$ cat src/hdl/spmc_pkg.sv
// Package for the supercapacitor power-path mode controller.
// Holds the codes, field widths, reset values and shared structs. No dependencies.
package spmc_pkg;

    localparam int MODE_W  = 3;
    localparam int TOPO_W  = 2;
    localparam int MV_W    = 16;
    localparam int LIM_W   = 10;
    localparam int BUF_W   = 16;
    localparam int PWR_W   = 14;
    localparam int SP_W    = 15;
    localparam int ACT_W   = 2;
    localparam int CFG_AW  = 3;
    localparam int CFG_DW  = 16;
    localparam int S_DATA_W = 64;
    localparam int M_DATA_W = 40;

    localparam logic [MODE_W-1:0] MODE_ALL_OFF  = 3'd0;
    localparam logic [MODE_W-1:0] MODE_SELFTEST = 3'd1;
    localparam logic [MODE_W-1:0] MODE_NORMAL   = 3'd2;
    localparam logic [MODE_W-1:0] MODE_CHARGE   = 3'd3;
    localparam logic [MODE_W-1:0] MODE_BOOST    = 3'd4;

    localparam logic [TOPO_W-1:0] TOPO_OFF     = 2'd0;
    localparam logic [TOPO_W-1:0] TOPO_PASS    = 2'd1;
    localparam logic [TOPO_W-1:0] TOPO_CHARGE  = 2'd2;
    localparam logic [TOPO_W-1:0] TOPO_REFRESH = 2'd3;

    localparam logic [ACT_W-1:0] ACT_NONE      = 2'd0;
    localparam logic [ACT_W-1:0] ACT_CHARGE    = 2'd1;
    localparam logic [ACT_W-1:0] ACT_PASS      = 2'd2;
    localparam logic [ACT_W-1:0] ACT_CLOSE_ALL = 2'd3;

    localparam logic OP_TICK    = 1'b0;
    localparam logic OP_REQUEST = 1'b1;

    localparam logic [CFG_AW-1:0] REG_BATTERY_LOCK = 3'd0;
    localparam logic [CFG_AW-1:0] REG_CAP_FULL     = 3'd1;
    localparam logic [CFG_AW-1:0] REG_CAP_LOW      = 3'd2;
    localparam logic [CFG_AW-1:0] REG_FALLBACK_LIM = 3'd3;
    localparam logic [CFG_AW-1:0] REG_BOOST_TARGET = 3'd4;

    localparam logic [MV_W-1:0]  RST_BATTERY_LOCK = 16'd18000;
    localparam logic [MV_W-1:0]  RST_CAP_FULL     = 16'd15700;
    localparam logic [MV_W-1:0]  RST_CAP_LOW      = 16'd8000;
    localparam logic [LIM_W-1:0] RST_FALLBACK_LIM = 10'd50;
    localparam logic [PWR_W-1:0] RST_BOOST_TARGET = 14'd2200;

    // buffer tier thresholds, joules
    localparam logic [BUF_W-1:0] BUF_EMPTY = 16'd2;
    localparam logic [BUF_W-1:0] BUF_TIER1 = 16'd5;
    localparam logic [BUF_W-1:0] BUF_TIER2 = 16'd10;
    localparam logic [BUF_W-1:0] BUF_TIER3 = 16'd20;
    localparam logic signed [SP_W-1:0] LIM_STEP_DW = 15'sd50;

    typedef struct packed {
        logic [MV_W-1:0]  battery_lock_mv;
        logic [MV_W-1:0]  cap_full_mv;
        logic [MV_W-1:0]  cap_low_mv;
        logic [LIM_W-1:0] fallback_limit_w;
        logic [PWR_W-1:0] boost_target_dw;
    } cfg_t;

    typedef struct packed {
        logic [MODE_W-1:0] mode;
        logic [TOPO_W-1:0] topology;
        logic [TOPO_W-1:0] prev_topology;
        logic [PWR_W-1:0]  power_target;
    } state_t;

    typedef struct packed {
        logic              operation;
        logic [MODE_W-1:0] req_mode;
        logic [MV_W-1:0]   battery_mv;
        logic [MV_W-1:0]   capacitor_mv;
        logic              link_ok;
        logic [LIM_W-1:0]  power_limit_w;
        logic [BUF_W-1:0]  power_buffer;
    } item_t;

    typedef struct packed {
        logic [MODE_W-1:0]      current_mode;
        logic [TOPO_W-1:0]      topology;
        logic [PWR_W-1:0]       chassis_target_dw;
        logic signed [SP_W-1:0] charge_setpoint_dw;
        logic                   setpoint_written;
        logic [ACT_W-1:0]       switch_action;
        logic                   switch_arg_from;
        logic                   switch_arg_stop;
    } result_t;

endpackage

$ cat src/hdl/spmc_cfg_regs.sv
// Configuration register bank for the power-path mode controller.
// Depends on spmc_pkg.
module spmc_cfg_regs
    import spmc_pkg::*;
(
    input  logic              aclk,
    input  logic              aresetn,
    input  logic              cfg_we,
    input  logic [CFG_AW-1:0] cfg_addr,
    input  logic [CFG_DW-1:0] cfg_wdata,
    output cfg_t              cfg
);

    cfg_t cfg_reg;
    cfg_t cfg_next;

    always_comb begin
        cfg_next = cfg_reg;
        if (cfg_we) begin
            case (cfg_addr)
                REG_BATTERY_LOCK: cfg_next.battery_lock_mv  = cfg_wdata;
                REG_CAP_FULL:     cfg_next.cap_full_mv      = cfg_wdata;
                REG_CAP_LOW:      cfg_next.cap_low_mv       = cfg_wdata;
                REG_FALLBACK_LIM: cfg_next.fallback_limit_w = cfg_wdata[LIM_W-1:0];
                REG_BOOST_TARGET: cfg_next.boost_target_dw  = cfg_wdata[PWR_W-1:0];
                default:          cfg_next = cfg_reg;
            endcase
        end
    end

    always_ff @(posedge aclk) begin
        if (!aresetn) begin
            cfg_reg.battery_lock_mv  <= RST_BATTERY_LOCK;
            cfg_reg.cap_full_mv      <= RST_CAP_FULL;
            cfg_reg.cap_low_mv       <= RST_CAP_LOW;
            cfg_reg.fallback_limit_w <= RST_FALLBACK_LIM;
            cfg_reg.boost_target_dw  <= RST_BOOST_TARGET;
        end else begin
            cfg_reg <= cfg_next;
        end
    end

    assign cfg = cfg_reg;

endmodule

$ cat src/hdl/spmc_step.sv
// Combinational step of the mode controller: next state and result for one word.
// Depends on spmc_pkg.
module spmc_step
    import spmc_pkg::*;
(
    input  cfg_t    cfg,
    input  state_t  state,
    input  item_t   item,
    output state_t  state_next,
    output result_t res
);

    logic [LIM_W-1:0]       limit;
    logic [PWR_W-1:0]       lim_x6;
    logic [PWR_W-1:0]       lim_x10;
    logic signed [SP_W-1:0] lim_x10_s;
    logic                   full;
    logic signed [SP_W-1:0] setpoint;
    logic                   written;
    logic [ACT_W-1:0]       action;
    logic                   arg_from;
    logic                   arg_stop;
    logic [TOPO_W-1:0]      topo_tick;

    assign limit     = item.link_ok ? item.power_limit_w : cfg.fallback_limit_w;
    assign lim_x6    = PWR_W'({4'd0, limit} * 14'd6);
    assign lim_x10   = PWR_W'({4'd0, limit} * 14'd10);
    assign lim_x10_s = signed'({1'b0, lim_x10});
    assign full      = (item.capacitor_mv >= cfg.cap_full_mv) || (item.power_buffer < BUF_EMPTY);

    always_comb begin
        state_next = state;
        setpoint   = '0;
        written    = 1'b0;
        action     = ACT_NONE;
        arg_from   = 1'b0;
        arg_stop   = 1'b0;
        topo_tick  = TOPO_PASS;
        if (item.operation == OP_REQUEST) begin
            if (item.req_mode <= MODE_BOOST) begin
                if (item.req_mode == MODE_ALL_OFF || item.req_mode == MODE_SELFTEST) begin
                    state_next.power_target = '0;
                    state_next.topology     = TOPO_OFF;
                    written = 1'b1;
                    action  = ACT_CLOSE_ALL;
                end
                if (!((item.battery_mv < cfg.battery_lock_mv) && (state.mode == MODE_ALL_OFF))) begin
                    state_next.mode = item.req_mode;
                end
            end
        end else begin
            case (state.mode)
                MODE_CHARGE: begin
                    topo_tick = TOPO_CHARGE;
                    state_next.power_target = lim_x6;
                end
                MODE_BOOST: begin
                    topo_tick = (item.capacitor_mv < cfg.cap_low_mv) ? TOPO_PASS : TOPO_CHARGE;
                    state_next.power_target = cfg.boost_target_dw;
                end
                MODE_ALL_OFF: begin
                    topo_tick = TOPO_OFF;
                    state_next.power_target = '0;
                end
                default: begin
                    topo_tick = TOPO_PASS;
                    state_next.power_target = lim_x10;
                end
            endcase
            state_next.topology      = topo_tick;
            state_next.prev_topology = topo_tick;
            if (topo_tick == TOPO_CHARGE) begin
                if (full) begin
                    setpoint = '0;
                end else if (item.power_buffer < BUF_TIER1) begin
                    setpoint = signed'({1'b0, lim_x6});
                end else if (item.power_buffer < BUF_TIER2) begin
                    setpoint = lim_x10_s - LIM_STEP_DW;
                end else if (item.power_buffer < BUF_TIER3) begin
                    setpoint = lim_x10_s;
                end else begin
                    setpoint = lim_x10_s + LIM_STEP_DW;
                end
                written  = 1'b1;
                action   = ACT_CHARGE;
                arg_from = (state.prev_topology == TOPO_PASS);
                arg_stop = full;
            end else if (state.prev_topology != topo_tick) begin
                written = 1'b1;
                if (topo_tick == TOPO_PASS) begin
                    action   = ACT_PASS;
                    arg_from = (state.prev_topology == TOPO_CHARGE);
                end else begin
                    action = ACT_CLOSE_ALL;
                end
            end
        end
    end

    always_comb begin
        res.current_mode       = state_next.mode;
        res.topology           = state_next.topology;
        res.chassis_target_dw  = state_next.power_target;
        res.charge_setpoint_dw = setpoint;
        res.setpoint_written   = written;
        res.switch_action      = action;
        res.switch_arg_from    = arg_from;
        res.switch_arg_stop    = arg_stop;
    end

endmodule

$ cat src/hdl/supercap_power_mode_controller_core.sv
// Supercapacitor power-path mode controller, top level.
// Result path: an accepted word is held in the input register, then its result in the result register.
// Throughput: one word per cycle while m_tready is high; the state update in spmc_step is combinational.
// Reset (aresetn low, synchronous): mode normal, topology off, previous topology refresh,
// power target zero, configuration registers to their defaults, both pipeline stages empty.
// Depends on spmc_pkg, spmc_cfg_regs and spmc_step.
module supercap_power_mode_controller_core
    import spmc_pkg::*;
(
    input  logic                aclk,
    input  logic                aresetn,
    input  logic                s_tvalid,
    output logic                s_tready,
    // lowest bit up: req_mode[3], battery_mv[16], capacitor_mv[16], link_ok[1],
    // power_limit_w[10], power_buffer[16], zero fill[2]
    input  logic [S_DATA_W-1:0] s_tdata,
    // operation[1]
    input  logic                s_tuser,
    output logic                m_tvalid,
    input  logic                m_tready,
    // lowest bit up: current_mode[3], topology[2], chassis_target_dw[14],
    // charge_setpoint_dw[15], setpoint_written[1], switch_action[2],
    // switch_arg_from[1], switch_arg_stop[1], zero fill[1]
    output logic [M_DATA_W-1:0] m_tdata,
    input  logic                cfg_we,
    input  logic [CFG_AW-1:0]   cfg_addr,
    input  logic [CFG_DW-1:0]   cfg_wdata
);

    cfg_t    cfg;
    item_t   item_reg;
    logic    in_valid_reg;
    state_t  state_reg;
    state_t  state_next;
    result_t res;
    result_t res_reg;
    logic    out_valid_reg;
    logic    advance;
    logic    s_accept;

    spmc_cfg_regs u_cfg (
        .aclk      (aclk),
        .aresetn   (aresetn),
        .cfg_we    (cfg_we),
        .cfg_addr  (cfg_addr),
        .cfg_wdata (cfg_wdata),
        .cfg       (cfg)
    );

    spmc_step u_step (
        .cfg        (cfg),
        .state      (state_reg),
        .item       (item_reg),
        .state_next (state_next),
        .res        (res)
    );

    assign advance  = in_valid_reg && (!out_valid_reg || m_tready);
    assign s_tready = !in_valid_reg || advance;
    assign s_accept = s_tvalid && s_tready;

    always_ff @(posedge aclk) begin
        if (!aresetn) begin
            in_valid_reg  <= 1'b0;
            out_valid_reg <= 1'b0;
            state_reg.mode          <= MODE_NORMAL;
            state_reg.topology      <= TOPO_OFF;
            state_reg.prev_topology <= TOPO_REFRESH;
            state_reg.power_target  <= '0;
        end else begin
            if (s_accept) begin
                in_valid_reg <= 1'b1;
            end else if (advance) begin
                in_valid_reg <= 1'b0;
            end
            if (advance) begin
                out_valid_reg <= 1'b1;
                state_reg     <= state_next;
            end else if (m_tready) begin
                out_valid_reg <= 1'b0;
            end
        end
    end

    always_ff @(posedge aclk) begin
        if (s_accept) begin
            item_reg.operation     <= s_tuser;
            item_reg.req_mode      <= s_tdata[2:0];
            item_reg.battery_mv    <= s_tdata[18:3];
            item_reg.capacitor_mv  <= s_tdata[34:19];
            item_reg.link_ok       <= s_tdata[35];
            item_reg.power_limit_w <= s_tdata[45:36];
            item_reg.power_buffer  <= s_tdata[61:46];
        end
        if (advance) begin
            res_reg <= res;
        end
    end

    assign m_tvalid = out_valid_reg;
    assign m_tdata  = {1'b0,
                       res_reg.switch_arg_stop,
                       res_reg.switch_arg_from,
                       res_reg.switch_action,
                       res_reg.setpoint_written,
                       res_reg.charge_setpoint_dw,
                       res_reg.chassis_target_dw,
                       res_reg.topology,
                       res_reg.current_mode};

    a_no_refresh_out: assert property (@(posedge aclk) disable iff (!aresetn)
        m_tvalid |-> res_reg.topology != TOPO_REFRESH)
        else $error("refresh topology reported");

    a_setpoint_only_charge: assert property (@(posedge aclk) disable iff (!aresetn)
        m_tvalid && (res_reg.charge_setpoint_dw != '0) |-> res_reg.switch_action == ACT_CHARGE)
        else $error("setpoint without charge action");

    a_stalled_item_holds: assert property (@(posedge aclk) disable iff (!aresetn)
        in_valid_reg && !advance |=> in_valid_reg && $stable(item_reg))
        else $error("stalled input word lost");

    a_reset_mode: assert property (@(posedge aclk)
        $rose(aresetn) |-> state_reg.mode == MODE_NORMAL && state_reg.prev_topology == TOPO_REFRESH)
        else $error("bad state after reset");

endmodule
$ cat config.mk
export PLATFORM = sky130hd
export DESIGN_NAME = supercap_power_mode_controller_core
export DESIGN_NICKNAME = d
export VERILOG_FILES = /design/src/hdl/spmc_pkg.sv /design/src/hdl/spmc_cfg_regs.sv /design/src/hdl/spmc_step.sv /design/src/hdl/supercap_power_mode_controller_core.sv
export SDC_FILE = /design/constraint.sdc
export NUM_CORES = 1
export LEC_CHECK = 0
export ABC_AREA = 0
export BUFFER_PORTS_ARGS = -buffer_cell sky130_fd_sc_hd__buf_2
export CORE_UTILIZATION = 49
export DETAILED_ROUTE_END_ITERATION = 10
export PLACE_DENSITY = 0.69
export REMOVE_ABC_BUFFERS = 1
export SLEW_MARGIN = 25
export SYNTH_ARGS = -nofsm -noshare
export SYNTH_HDL_FRONTEND = slang
export SYNTH_SLANG_ARGS = --single-unit
$ cat constraint.sdc
create_clock -name aclk -period 4.5 [get_ports aclk]
set_clock_uncertainty 0.15 [all_clocks]
set_input_delay 0.675 -clock aclk [delete_from_list [all_inputs] [get_ports aclk]]
set_output_delay 0.675 -clock aclk [all_outputs]
set_load 0.02 [all_outputs]
---- Yosys cells after proc, flatten, opt, wreduce, memory -nomap -nowiden ----
Index checks and enable logic that the tools add are counted.
Widths: inputs -> output; s select.
word-level totals
  word-level logic and storage cells ...... 110
  input bits .............................. 89
  register bits ........................... 197
  output and inout bits ................... 42
operators by class
  eq/ne operators ......................... 12
  add/sub/neg operators ................... 2
  multipliers ............................. 2
  order comparisons ....................... 8
  reductions and logical operators ........ 23
  multiplexer cells ....................... 34
  bitwise logic cells ..................... 2
operator list
  kind                   number
  $mux 14                3
  $pmux 14 s3            1
  $lt 16x16->1           2
  $mux 15                2
  $mux 2                 9
  $ge 16x16->1           1
  $lt 16x2->1 const B    1
  $lt 16x3->1 const B    1
  $lt 16x4->1 const B    1
  $lt 16x5->1 const B    1
  $add 14x6->15 const B  1
  $sub 14x6->15 const B  1
  $mul 10x3->13 const B  1
  $mux 1                 13
  $mux 13                1
  $mul 10x2->12 const B  1
  $reduce_and 2->1       6
  $mux 10                1
  $eq 3x2->1 const B     3
  $logic_not 3->1        3
  $eq 3x1->1 const B     2
  $eq 3x3->1 const B     2
  $mux 3                 2
  $pmux 2 s3             1
  13 further kinds       23

---- Logic depth before layout (Yosys ltp) ----
Gate-level depths: netlist of run 1.
  word-level depth ........................ 9
  gate-level depth with buffers ........... 14

---- Modules after synthesis ----
From an unflattened synthesis of run 1, not the netlist that was laid out.
unflattened totals
  cells, all modules ...................... 1024
  area total of the unflattened synthesis .. 10605.2 µm²
by module, submodules not included
  module                               seq. area each (µm²)  cells each  times used  area each (µm²)
  supercap_power_mode_controller_core  3523.4                205         1           4022.6
  spmc_step                            0.0                   543         1           3747.3
  spmc_cfg_regs                        1441.4                276         1           2835.2

---- Least setup slack after synthesis of run 1 ----
No wires, ideal clock.
  path type ............................... register to register
  from .................................... register item_reg[26] (netlist bit)
  to ...................................... register res_reg, in the netlist m_tdata[29], data pin
  data required time ...................... 4.076 ns
  cell stages (with the launch flop) ...... 15
  data arrival time ....................... 3.358 ns
  setup slack ............................. 0.718 ns
  cell sequence ........................... edfxtp_1 > buf_2 > mux2i_1 > inv_1 > ha_1 > ha_1 > inv_1 > fa_1 > nor2b_1 > o31a_1 > xor2_2 > or4_4 > mux2i_1 > xor2_1 > a211oi_1
on the way
  word-level cells in the longest chain between the ends .. 6
  elaborated cells between the ends (all ways) .. 8
RTL lines
  item                    RTL line                                   source
  start: declaration      supercap_power_mode_controller_core.sv:31  item_t item_reg;
  $mux 10 *               spmc_step.sv:25                            assign limit = item.link_ok ? item.power_limit_w : cfg.fallback_limit_w;
  $mul 10x3->13           spmc_step.sv:27                            assign lim_x10 = PWR_W'({4'd0, limit} * 14'd10);
  $add 14x6->15           spmc_step.sv:82                            setpoint = lim_x10_s + LIM_STEP_DW;
  $mux 15                 spmc_step.sv:79                            end else if (item.power_buffer < BUF_TIER3) begin
  $mux 15                 spmc_step.sv:77                            end else if (item.power_buffer < BUF_TIER2) begin
  $mux 13 *               spmc_step.sv:75                            end else if (item.power_buffer < BUF_TIER1) begin
  end signal: assignment  supercap_power_mode_controller_core.sv:96  res_reg <= res;
  end: declaration        supercap_power_mode_controller_core.sv:36  result_t res_reg;
Mark *: on every way between the ends. The rest lies on a longest branch, timed or not.
A chain may end at the register's enable or synchronous reset.

---- Worst setup path after layout of run 1 ----
  from .................................... register item_reg[26] (netlist bit)
  to ...................................... register res_reg, in the netlist m_tdata[31], data pin
The elaborated chain is that of the path after synthesis.

==> metrics.txt, run 1 <==
# TYPE chip_impl_metric gauge
chip_impl_metric{name="grt_pass1_vias",unit=""} 7727
chip_impl_metric{name="pin_count_of_the_biggest_net_entering_global_routing",unit=""} 58
chip_impl_metric{name="synth-warning-count",unit=""} 0
chip_impl_metric{name="power.density_cell_area",unit="nW/um2"} 358
chip_impl_info{name="critical_path.endpoint_type",value="flip-flop"} 1
chip_impl_metric{name="post_route_ant_nets",unit=""} 0
chip_impl_metric{name="timing.fmax",unit="GHz"} 0.251
chip_impl_info{name="path_common_cell",value="ha_1"} 1
chip_impl_info{name="rsz0062_at_grt",value="false"} 1
chip_impl_metric{name="cts-hold-fix-buffers",unit=""} 0
chip_impl_info{name="yosys-top-cells-area",value="edfxtp_1, dfxtp_1, ha_1, nand2_1, a21boi_0"} 1
chip_impl_metric{name="finalCritPeriodShare",unit="%"} 88.7
chip_impl_metric{name="clk_path_buf_depth",unit=""} 2
chip_impl_metric{name="final.fill_count",unit=""} 1809
chip_impl_info{name="path_cells",value="buf_4 -> mux2i_1 -> inv_1 -> ha_1 -> ha_1 -> and2_1 -> a221oi_1 -> nand3_1 -> a2111oi_0 -> a2bb2oi_2 -> xnor2_1 -> a211oi_1"} 1
chip_impl_metric{name="dr.first_iter.drc_count",unit=""} 663
chip_impl_metric{name="dieHeight",unit="um"} 147
chip_impl_metric{name="report.final.hold_viol_count",unit=""} 0
chip_impl_metric{name="rrSetupSlack",unit="ns"} 0.51
chip_impl_metric{name="p_sw",unit="mW"} 1.22
chip_impl_metric{name="irDropWorstVdd",unit="uV"} 257
chip_impl_info{name="worst_hold_path_type",value="input port to flip-flop"} 1
chip_impl_metric{name="layout.nets",unit=""} 1325
chip_impl_metric{name="gpl.final_weighted_congestion",unit=""} 0.900
chip_impl_info{name="slowest_stage",value="a2111oi_0"} 1
chip_impl_metric{name="post_detailed_route_drc_marker_count",unit=""} 0
chip_impl_metric{name="multi_input_comb_area",unit="um2"} 4960
chip_impl_metric{name="initial_antenna_violation_count",unit=""} 1
chip_impl_metric{name="largest_fanout_on_the_critical_path",unit=""} 13
chip_impl_metric{name="aggregate_routed_wire_length",unit="mm"} 25.2
chip_impl_metric{name="postCtsSetupBuffers",unit=""} 0
chip_impl_metric{name="worst-endpoint-arrival",unit="ns"} 4.09
chip_impl_metric{name="worst_setup_hold_path_clk_slew",unit="ns"} 0.08
chip_impl_metric{name="pin_count",unit=""} 131
chip_impl_metric{name="asyncSetResetFlopFracSynth",unit="%"} 0
chip_impl_info{name="critPathLaunchType",value="flip-flop"} 1
chip_impl_metric{name="placement_rows",unit=""} 52
chip_impl_metric{name="stdcell_area",unit="um2"} 11800
chip_impl_info{name="synth_area_leader_cell",value="edfxtp_1"} 1
chip_impl_metric{name="netlist-cell-type-count",unit=""} 80
chip_impl_metric{name="cp_num_buf_inv",unit=""} 2
chip_impl_metric{name="clkPwrFrac",unit="%"} 35.2
chip_impl_info{name="clock_tree.root_cell",value="clkbuf_16"} 1
chip_impl_metric{name="cts_num_sinks",unit=""} 196
chip_impl_metric{name="combPwrFrac",unit="%"} 17.3
chip_impl_info{name="critical-path-top-delay-family",value="compound AO/OA/AOI/OAI gates"} 1
chip_impl_metric{name="worst_skew_pair.late_latency",unit="ns"} 0.45
chip_impl_metric{name="final-setup-viol-count",unit=""} 0
chip_impl_metric{name="ctsHtreeMaxLevel",unit=""} 4
chip_impl_metric{name="detailroute.via_count",unit=""} 8234
chip_impl_metric{name="place_hpwl",unit="mm"} 18.4
chip_impl_metric{name="global_route_wire_length_before_repair",unit="mm"} 39.8
chip_impl_metric{name="synth-seq-area-share",unit="%"} 47.7
chip_impl_metric{name="drive_above_1_share",unit="%"} 17.6
chip_impl_metric{name="die-area",unit="um2"} 21700
chip_impl_metric{name="synthToLayoutAreaGrowth",unit="%"} 13.9
chip_impl_metric{name="post_synth.cell_area_avg",unit="um2"} 9.85
chip_impl_metric{name="dpl_cell_area",unit="um2"} 11200
chip_impl_metric{name="p_seq_share",unit="%"} 47.4
chip_impl_metric{name="coreArea",unit="um2"} 20500
chip_impl_metric{name="cp.required",unit="ns"} 4.60
chip_impl_metric{name="die-width",unit="um"} 147
chip_impl_metric{name="initial_utilization",unit="%"} 50.5
chip_impl_metric{name="insertedDiodeCount",unit=""} 0
chip_impl_metric{name="via_per_inst",unit=""} 5.71
chip_impl_metric{name="shortest_period_the_worst_path_allows",unit="ns"} 3.99
chip_impl_metric{name="wl_cell",unit="um"} 17.4
chip_impl_metric{name="detailedRoute.firstPassIterationCount",unit=""} 6
chip_impl_metric{name="layout.area.seq",unit="um2"} 4930
chip_impl_metric{name="globalRoute.totalOverflow",unit=""} 0
chip_impl_metric{name="max_reg_flops",unit=""} 72
chip_impl_info{name="ys.flop_type",value="edfxtp_1"} 1
chip_impl_metric{name="synth.ff_latch_count",unit=""} 196
chip_impl_metric{name="worst_tran_pin_value",unit="ns"} 1.01
chip_impl_info{name="post-synth-top-count-cell",value="nand2_1"} 1
chip_impl_metric{name="timing.final.max_slew_violations",unit=""} 0
chip_impl_metric{name="syn-instance-count",unit=""} 1050
chip_impl_metric{name="power_switching_share",unit="%"} 28.8
chip_impl_info{name="cts_tree",value="done"} 1
chip_impl_metric{name="synth_top_area_share",unit="%"} 29.3
chip_impl_info{name="synth_top_cells_by_count",value="nand2_1, edfxtp_1, dfxtp_1"} 1
chip_impl_metric{name="critical-path-max-stage-delay",unit="ns"} 0.52
chip_impl_metric{name="cts.repair.resized",unit=""} 0
chip_impl_metric{name="numPortBuffers",unit=""} 126
chip_impl_metric{name="grt.total_usage",unit="%"} 23.8
chip_impl_info{name="outcome",value="finished clean"} 1
chip_impl_metric{name="timing.setup.tns",unit="ns"} 0
chip_impl_metric{name="syn-cell-area",unit="um2"} 10300
chip_impl_metric{name="drv.max_cap_violation_count",unit=""} 0
chip_impl_metric{name="number_of_flops_mapped_to_enable_cells_by_yosys",unit=""} 101
chip_impl_metric{name="tritoncts.num_buffers",unit=""} 17
chip_impl_metric{name="relative_max_transition_margin",unit="%"} 32.5
chip_impl_metric{name="internal_dissipation",unit="mW"} 3.00
chip_impl_metric{name="p_leak",unit="nW"} 4.77
chip_impl_info{name="setup.worst_path.class",value="flip-flop to flip-flop"} 1
area by class of cell:
type	instances	area share, %
inverter	64	2.04
timing repair buffer	140	6.24
sequential	196	41.9
clock inverter	12	0.988
clock buffer	20	3.88
multi-input combinational	741	42.1
tap	270	2.87
through the flow:
step	instances	util (%)	power (mW)	worst slack, ns	hold slack, ns
final	1443	57.5	4.22	0.510	0.253
after floorplan	1001	-	2.52	0.698	0.285
after detailed placement	1411	54.7	2.76	0.543	0.309
after global placement	1411	54.7	2.75	0.609	0.300
after CTS	1443	57.5	4.22	0.510	0.251
after global routing	1443	57.5	4.39	0.155	0.240
cells in the final DEF (no fill, tap or decap), types with 7 or more instances in the layout:
cell type,n
a211oi_1,11
a21boi_0,55
a21o_1,16
a21oi_1,43
a22o_1,8
a22oi_1,8
and3_1,13
buf_2,126
buf_4,14
clkbuf_16,17
dfxtp_1,95
edfxtp_1,101
ha_1,74
inv_1,63
nand2_1,171
nand2b_1,7
nand3_1,24
nand4_1,11
nor2_1,49
nor2b_1,14
nor3_1,13
o211ai_1,26
o21a_1,9
o21ai_0,48
xnor2_1,11
metal layers:
layer | routed length [um] | part of all wire, % | GRT usage (%) | vias to the layer above
li1 | - | - | - | 4023
met1 | 11100 | 44 | 31.2 | 3873
met2 | 11800 | 47 | 38.8 | 284
met3 | 1600 | 6.4 | 4.69 | 52
met4 | 711 | 2.8 | 9.18 | 2
met5 | 13 | 0.052 | 0 | -
logic make-up (layout without fill, tap and decap cells):
logic type	after synthesis	in the layout	share of synthesized area, %
buffers and inverters	114	236	4.40
AOI/OAI and AO/OA	284	284	19.5
adders and majority gates	76	76	9.34
xor gates and xnor gates	18	18	1.60
other	1	2	0.0362
muxes	12	12	1.23
and+or+nand+nor	349	349	16.2
DFF	196	196	47.7
path summary, 6_finish.rpt:
| path | start | endpoint | cells after the start |
|---|---|---|---|
| hold reg to reg | u_cfg.cfg[20]$_SDFFE_PN0P_ | u_cfg.cfg[20]$_SDFFE_PN0P_ | 2 |
| setup reg to reg | item_reg[26]$_DFFE_PP_ | m_tdata[31]$_SDFFCE_PP0P_ | 12 |
| setup / recovery | item_reg[26]$_DFFE_PP_ | m_tdata[31]$_SDFFCE_PP0P_ | 12 |
| hold / removal | s_tdata[38] | item_reg[18]$_DFFE_PP_ | 1 |
power groups by stage:
stage | Sequential [mW] | Clock [mW] | Combinational, mW
6_report | 2.00 | 1.49 | 0.731
5_1_grt | 2.01 | 1.57 | 0.807
3_3_place_gp | 2.04 | 0 | 0.708
3_5_place_dp | 2.04 | 0 | 0.719
2_1_floorplan | 2.06 | 0 | 0.461
4_1_cts | 2.00 | 1.50 | 0.724
Note: power is estimated with default switching activity, not from simulation.
==> run 2, diff against run 1 <==
Clock period 4.5 ns to 4.6 ns, I/O delays scaled along.
==> metrics.txt, run 2 (synthesis gave the netlist of run 1 again) <==
# TYPE chip_impl_metric gauge
chip_impl_info{name="regToRegStartpoint",value="item_reg[26]$_DFFE_PP_"} 1
chip_impl_metric{name="layout.nets",unit=""} 1323
chip_impl_info{name="cts_tree",value="done"} 1
chip_impl_metric{name="insertedDiodeCount",unit=""} 0
chip_impl_metric{name="gpl.final_weighted_congestion",unit=""} 0.903
chip_impl_info{name="worst_setup_path_startpoint",value="item_reg[26]$_DFFE_PP_"} 1
chip_impl_info{name="final_cell_mix",value="nand2_1, buf_2, edfxtp_1"} 1
chip_impl_metric{name="relative_max_transition_margin",unit="%"} 42.0
chip_impl_metric{name="shortest_period_the_worst_path_allows",unit="ns"} 4.14
chip_impl_metric{name="multi_input_comb_area",unit="um2"} 4960
chip_impl_metric{name="worst_tran_pin_value",unit="ns"} 0.870
chip_impl_metric{name="coreArea",unit="um2"} 20500
chip_impl_metric{name="post_route_ant_nets",unit=""} 0
chip_impl_metric{name="largest_fanout_on_the_critical_path",unit=""} 9
chip_impl_metric{name="placement_rows",unit=""} 52
chip_impl_metric{name="dpl_cell_area",unit="um2"} 11200
chip_impl_metric{name="timing.setup.tns",unit="ns"} 0
chip_impl_info{name="rsz0062_at_grt",value="false"} 1
chip_impl_metric{name="power.density_cell_area",unit="nW/um2"} 354
chip_impl_info{name="critical_path.endpoint_type",value="flip-flop"} 1
chip_impl_metric{name="worst_skew_pair.late_latency",unit="ns"} 0.44
chip_impl_info{name="outcome",value="finished clean"} 1
chip_impl_metric{name="cp.required",unit="ns"} 4.70
chip_impl_metric{name="tritoncts.num_buffers",unit=""} 17
chip_impl_metric{name="finalCritPeriodShare",unit="%"} 89.9
chip_impl_info{name="critPathLaunchType",value="flip-flop"} 1
chip_impl_info{name="crit_path_end",value="m_tdata[31]$_SDFFCE_PP0P_"} 1
chip_impl_metric{name="stdcell_area",unit="um2"} 11800
chip_impl_info{name="worst_hold_path_type",value="input port to flip-flop"} 1
chip_impl_metric{name="cts_num_sinks",unit=""} 196
chip_impl_metric{name="cts.repair.resized",unit=""} 0
chip_impl_metric{name="place_hpwl",unit="mm"} 18.3
chip_impl_metric{name="worst_setup_hold_path_clk_slew",unit="ns"} 0.08
chip_impl_metric{name="numPortBuffers",unit=""} 126
chip_impl_metric{name="detailedRoute.firstPassIterationCount",unit=""} 8
chip_impl_metric{name="final_cell_count_no_fill",unit=""} 1441
chip_impl_metric{name="max_reg_flops",unit=""} 72
chip_impl_metric{name="rrSetupSlack",unit="ns"} 0.46
chip_impl_metric{name="pin_count_of_the_biggest_net_entering_global_routing",unit=""} 56
chip_impl_metric{name="final.fill_count",unit=""} 1800
chip_impl_metric{name="finalWorstSetupSlack",unit="ns"} 0.463
chip_impl_metric{name="grt_pass1_vias",unit=""} 7586
chip_impl_metric{name="synthToLayoutAreaGrowth",unit="%"} 13.9
chip_impl_metric{name="timing.fmax",unit="GHz"} 0.242
chip_impl_metric{name="aggregate_routed_wire_length",unit="mm"} 24.9
chip_impl_info{name="worst_r2r_endpoint",value="m_tdata[31]$_SDFFCE_PP0P_"} 1
chip_impl_metric{name="dieHeight",unit="um"} 147
chip_impl_metric{name="layout.area.seq",unit="um2"} 4930
chip_impl_metric{name="cts-hold-fix-buffers",unit=""} 0
chip_impl_metric{name="final-setup-viol-count",unit=""} 0
chip_impl_metric{name="drive_above_1_share",unit="%"} 17.3
chip_impl_metric{name="post-place-cells",unit=""} 1409
chip_impl_metric{name="post_detailed_route_drc_marker_count",unit=""} 0
chip_impl_metric{name="drv.max_cap_violation_count",unit=""} 0
chip_impl_metric{name="ctsHtreeMaxLevel",unit=""} 4
chip_impl_metric{name="global_route_wire_length_before_repair",unit="mm"} 39.5
chip_impl_metric{name="fin_worst_hold_slack",unit="ns"} 0.268
chip_impl_metric{name="clk_path_buf_depth",unit=""} 2
chip_impl_info{name="setup.worst_path.class",value="flip-flop to flip-flop"} 1
chip_impl_metric{name="irDropWorstVdd",unit="uV"} 311
chip_impl_metric{name="initial_utilization",unit="%"} 50.5
chip_impl_metric{name="grt.total_usage",unit="%"} 23.7
chip_impl_metric{name="post-place-ws",unit="ns"} 0.500
chip_impl_metric{name="postCtsSetupBuffers",unit=""} 0
chip_impl_metric{name="timing.final.max_slew_violations",unit=""} 0
chip_impl_metric{name="detailroute.via_count",unit=""} 8155
chip_impl_metric{name="dr.first_iter.drc_count",unit=""} 677
chip_impl_metric{name="reg2regPathDepth",unit=""} 11
chip_impl_metric{name="pin_count",unit=""} 131
chip_impl_metric{name="wl_cell",unit="um"} 17.3
chip_impl_metric{name="p_leak",unit="nW"} 4.78
chip_impl_metric{name="via_per_inst",unit=""} 5.66
chip_impl_metric{name="initial_antenna_violation_count",unit=""} 0
chip_impl_metric{name="worst-endpoint-arrival",unit="ns"} 4.24
chip_impl_metric{name="report.final.hold_viol_count",unit=""} 0
chip_impl_metric{name="die-area",unit="um2"} 21700
chip_impl_metric{name="globalRoute.totalOverflow",unit=""} 0
chip_impl_info{name="layout_commonest_cell",value="nand2_1"} 1
chip_impl_info{name="clock_tree.root_cell",value="clkbuf_16"} 1
chip_impl_metric{name="die-width",unit="um"} 147
## run 2: stage by stage
stage | power [mW] | util, %
after floorplan | 2.46 | -
after global placement | 2.68 | 54.6
after CTS | 4.18 | 57.5
after detailed placement | 2.70 | 54.6
after global routing | 4.35 | 57.5
final | 4.17 | 57.5
## run 2: power by group
group / internal [mW] / switching [mW]
clock network: 0.776 / 0.726
registers: 1.92 / 0.0380
logic: 0.272 / 0.438
total: 2.97 / 1.20
## run 2: how the worst min path moves through the flow
stage,startpoint,endpoint,slack (ns),cells after the start
after CTS,s_tdata[5],item_reg[45]$_DFFE_PP_,0.26,1
after detailed placement,state_reg[0]$_SDFFE_PN0P_,state_reg[0]$_SDFFE_PN0P_,0.31,2
after global placement,u_cfg.cfg[31]$_SDFFE_PN0P_,u_cfg.cfg[31]$_SDFFE_PN0P_,0.30,2
after floorplan,u_cfg.cfg[18]$_SDFFE_PN1P_,u_cfg.cfg[18]$_SDFFE_PN1P_,0.28,2
after global routing,s_tdata[31],item_reg[39]$_DFFE_PP_,0.26,1
final,s_tdata[5],item_reg[45]$_DFFE_PP_,0.27,1
## run 2: layout make-up
cell class,instances,area share [%]
clock inverter,14,1.39
tap,270,2.87
timing repair buffer,138,6.11
sequential,196,41.9
multi-input combinational,741,42.1
clock buffer,18,3.64
inverter,64,2.04
## run 2: metal layers
metal	vias to the layer above	global-route usage (%)	routed length [um]
li1	4015	-	-
met1	3795	32.4	11300
met2	301	37.6	11500
met3	44	4.50	1470
met4	0	8.04	643
met5	-	0	0
## run 2: critical path, stage by stage, from the launching register on
cell and delay, ns:
edfxtp_1 0.54, buf_4 0.22, mux2_2 0.39, ha_1 0.31
ha_1 0.38, o21a_1 0.31, and3_1 0.21, nor3_1 0.54
o2111ai_2 0.28, a2bb2oi_2 0.23, xnor2_1 0.14, a211oi_1 0.26
==> run 3, diff against run 2 <==
Settings changed: BUFFER_PORTS_ARGS -buffer_cell sky130_fd_sc_hd__buf_2 to -buffer_cell sky130_fd_sc_hd__buf_4, SKIP_LAST_GASP set to 1.
==> metrics.txt, run 3 (synthesis gave the netlist of run 1 again) <==
# TYPE chip_impl_metric gauge
chip_impl_metric{name="stdcell_area",unit="um2"} 12100
chip_impl_info{name="rsz0062_at_grt",value="false"} 1
chip_impl_metric{name="cp.required",unit="ns"} 4.63
chip_impl_info{name="clock_tree.root_cell",value="clkbuf_16"} 1
chip_impl_metric{name="initial_antenna_violation_count",unit=""} 0
chip_impl_metric{name="grt_pass1_vias",unit=""} 7739
chip_impl_metric{name="cts-hold-fix-buffers",unit=""} 0
chip_impl_metric{name="coreArea",unit="um2"} 20500
chip_impl_metric{name="final-setup-viol-count",unit=""} 0
chip_impl_metric{name="power_switching_share",unit="%"} 27.6
chip_impl_info{name="path_cells",value="mux2i_1 -> inv_1 -> ha_1 -> ha_1 -> inv_1 -> fa_1 -> nor2b_1 -> o31a_1 -> xor2_2 -> nand4_1 -> nor3_1 -> a31oi_1 -> mux2i_1"} 1
chip_impl_metric{name="largest_fanout_on_the_critical_path",unit=""} 14
chip_impl_metric{name="die-area",unit="um2"} 21700
chip_impl_metric{name="fin_worst_hold_slack",unit="ns"} 0.271
chip_impl_metric{name="report.final.hold_viol_count",unit=""} 0
chip_impl_metric{name="global_route_wire_length_before_repair",unit="mm"} 39.9
chip_impl_info{name="worst_hold_path_type",value="input port to flip-flop"} 1
chip_impl_metric{name="timing.final.max_slew_violations",unit=""} 0
chip_impl_metric{name="worst_skew_pair.late_latency",unit="ns"} 0.44
chip_impl_metric{name="dieHeight",unit="um"} 147
chip_impl_metric{name="finalCritPeriodShare",unit="%"} 89.4
chip_impl_metric{name="aggregate_routed_wire_length",unit="mm"} 25.1
chip_impl_metric{name="wl_cell",unit="um"} 17.4
chip_impl_metric{name="synthToLayoutAreaGrowth",unit="%"} 17.0
chip_impl_metric{name="worst_tran_pin_value",unit="ns"} 0.943
chip_impl_metric{name="insertedDiodeCount",unit=""} 0
chip_impl_metric{name="post-place-cells",unit=""} 1407
chip_impl_info{name="cts_tree",value="done"} 1
chip_impl_metric{name="drv.max_cap_violation_count",unit=""} 0
chip_impl_metric{name="cts.repair.resized",unit=""} 0
chip_impl_info{name="critPathLaunchType",value="flip-flop"} 1
chip_impl_metric{name="detailedRoute.firstPassIterationCount",unit=""} 5
chip_impl_metric{name="grt.total_usage",unit="%"} 23.6
chip_impl_metric{name="post_route_ant_nets",unit=""} 0
chip_impl_metric{name="place_hpwl",unit="mm"} 18.4
chip_impl_metric{name="globalRoute.totalOverflow",unit=""} 0
chip_impl_metric{name="cp_num_buf_inv",unit=""} 2
chip_impl_metric{name="worst-endpoint-arrival",unit="ns"} 4.14
chip_impl_metric{name="pin_count",unit=""} 131
chip_impl_metric{name="cts_num_sinks",unit=""} 196
chip_impl_metric{name="relative_max_transition_margin",unit="%"} 37.1
chip_impl_metric{name="final_cell_count_no_fill",unit=""} 1439
chip_impl_info{name="critical_path.endpoint_type",value="flip-flop"} 1
chip_impl_metric{name="timing.fmax",unit="GHz"} 0.243
chip_impl_metric{name="shortest_period_the_worst_path_allows",unit="ns"} 4.11
chip_impl_metric{name="via_per_inst",unit=""} 5.68
chip_impl_metric{name="finalWorstSetupSlack",unit="ns"} 0.486
chip_impl_metric{name="dpl_cell_area",unit="um2"} 11500
chip_impl_metric{name="initial_utilization",unit="%"} 50.5
chip_impl_metric{name="p_seq_share",unit="%"} 46.4
chip_impl_metric{name="timing.setup.tns",unit="ns"} 0
chip_impl_info{name="final_cell_mix",value="nand2_1, buf_4, edfxtp_1"} 1
chip_impl_metric{name="post_detailed_route_drc_marker_count",unit=""} 0
chip_impl_metric{name="gpl.final_weighted_congestion",unit=""} 0.906
chip_impl_info{name="critical-path-top-delay-family",value="adder cells"} 1
chip_impl_metric{name="die-width",unit="um"} 147
chip_impl_metric{name="detailroute.via_count",unit=""} 8176
chip_impl_metric{name="tritoncts.num_buffers",unit=""} 17
chip_impl_metric{name="placement_rows",unit=""} 52
chip_impl_info{name="outcome",value="finished clean"} 1
chip_impl_metric{name="numPortBuffers",unit=""} 126
chip_impl_metric{name="irDropWorstVdd",unit="uV"} 271
chip_impl_metric{name="layout.nets",unit=""} 1321
chip_impl_metric{name="postCtsSetupBuffers",unit=""} 0
chip_impl_metric{name="layout.core_utilization",unit="%"} 59.1
chip_impl_info{name="setup.worst_path.class",value="flip-flop to flip-flop"} 1
chip_impl_metric{name="post-place-ws",unit="ns"} 0.514
chip_impl_metric{name="p_leak",unit="nW"} 4.88
chip_impl_metric{name="final.fill_count",unit=""} 1811
chip_impl_metric{name="combPwrFrac",unit="%"} 17.4
chip_impl_metric{name="dr.first_iter.drc_count",unit=""} 573
chip_impl_info{name="layout_commonest_cell",value="nand2_1"} 1
chip_impl_metric{name="power.density_cell_area",unit="nW/um2"} 349
chip_impl_metric{name="critical-path-max-stage-delay",unit="ns"} 0.68
chip_impl_info{name="slowest_stage",value="edfxtp_1"} 1
chip_impl_metric{name="ctsHtreeMaxLevel",unit=""} 4
chip_impl_metric{name="p_sw",unit="mW"} 1.17
chip_impl_metric{name="internal_dissipation",unit="mW"} 3.06
chip_impl_metric{name="totalPowerFinal",unit="mW"} 4.23
chip_impl_metric{name="clk_path_buf_depth",unit=""} 2
chip_impl_metric{name="drive_above_1_share",unit="%"} 17.2
chip_impl_metric{name="worst_setup_hold_path_clk_slew",unit="ns"} 0.08
chip_impl_metric{name="pin_count_of_the_biggest_net_entering_global_routing",unit=""} 99
chip_impl_metric{name="max_reg_flops",unit=""} 72
chip_impl_metric{name="clkPwrFrac",unit="%"} 36.2
[run 3: cell types whose count changed in the layout (fill, tap and decap cells not counted), sizes merged]
| cell | delta |
|---|---|
| inv | +1 |
| bufinv | +1 |
| clkinv | -3 |
| buf | -2 |
| clkbuf | +1 |
[run 3: layout make-up]
| type | instances | area (um2) | share of cell area (%) |
|---|---|---|---|
| Multi-Input combinational cell | 741 | 4960 | 41.0 |
| Clock buffer | 19 | 443 | 3.66 |
| Timing Repair Buffer | 136 | 1020 | 8.43 |
| Tap cell | 270 | 338 | 2.79 |
| Clock inverter | 13 | 168 | 1.39 |
| Sequential cell | 196 | 4930 | 40.8 |
| Inverter | 64 | 240 | 1.98 |
[run 3: metal layers]
layer | part of all wire [%] | vias up | wire (um) | GRT usage, %
met4 | 2.0 | 0 | 498 | 8.09
met5 | 0 | - | 0 | 0
met1 | 44 | 3872 | 11000 | 31.1
met3 | 6.0 | 40 | 1520 | 4.63
li1 | - | 4023 | - | -
met2 | 48 | 241 | 12100 | 38.8
[run 3: worst paths after layout]
path	start	endpoint	cells past startpoint	slack [ns]
max	item_reg[26]$_DFFE_PP_	m_tdata[32]$_SDFFCE_PP0P_	13	0.49
max reg2reg	item_reg[26]$_DFFE_PP_	m_tdata[32]$_SDFFCE_PP0P_	13	0.49
min	s_tdata[6]	item_reg[46]$_DFFE_PP_	1	0.27
min reg2reg	u_cfg.cfg[22]$_SDFFE_PN0P_	u_cfg.cfg[22]$_SDFFE_PN0P_	2	0.32
[run 3: power by group through the flow]
stage                     combinational (mW)  sequential (mW)  clock, mW
after floorplan                        0.451             2.01          0
after global placement                 0.717             2.00          0
after detailed placement               0.725             2.00          0
after CTS                              0.731             1.96       1.56
after global routing                   0.807             1.97       1.62
final                                  0.736             1.96       1.53
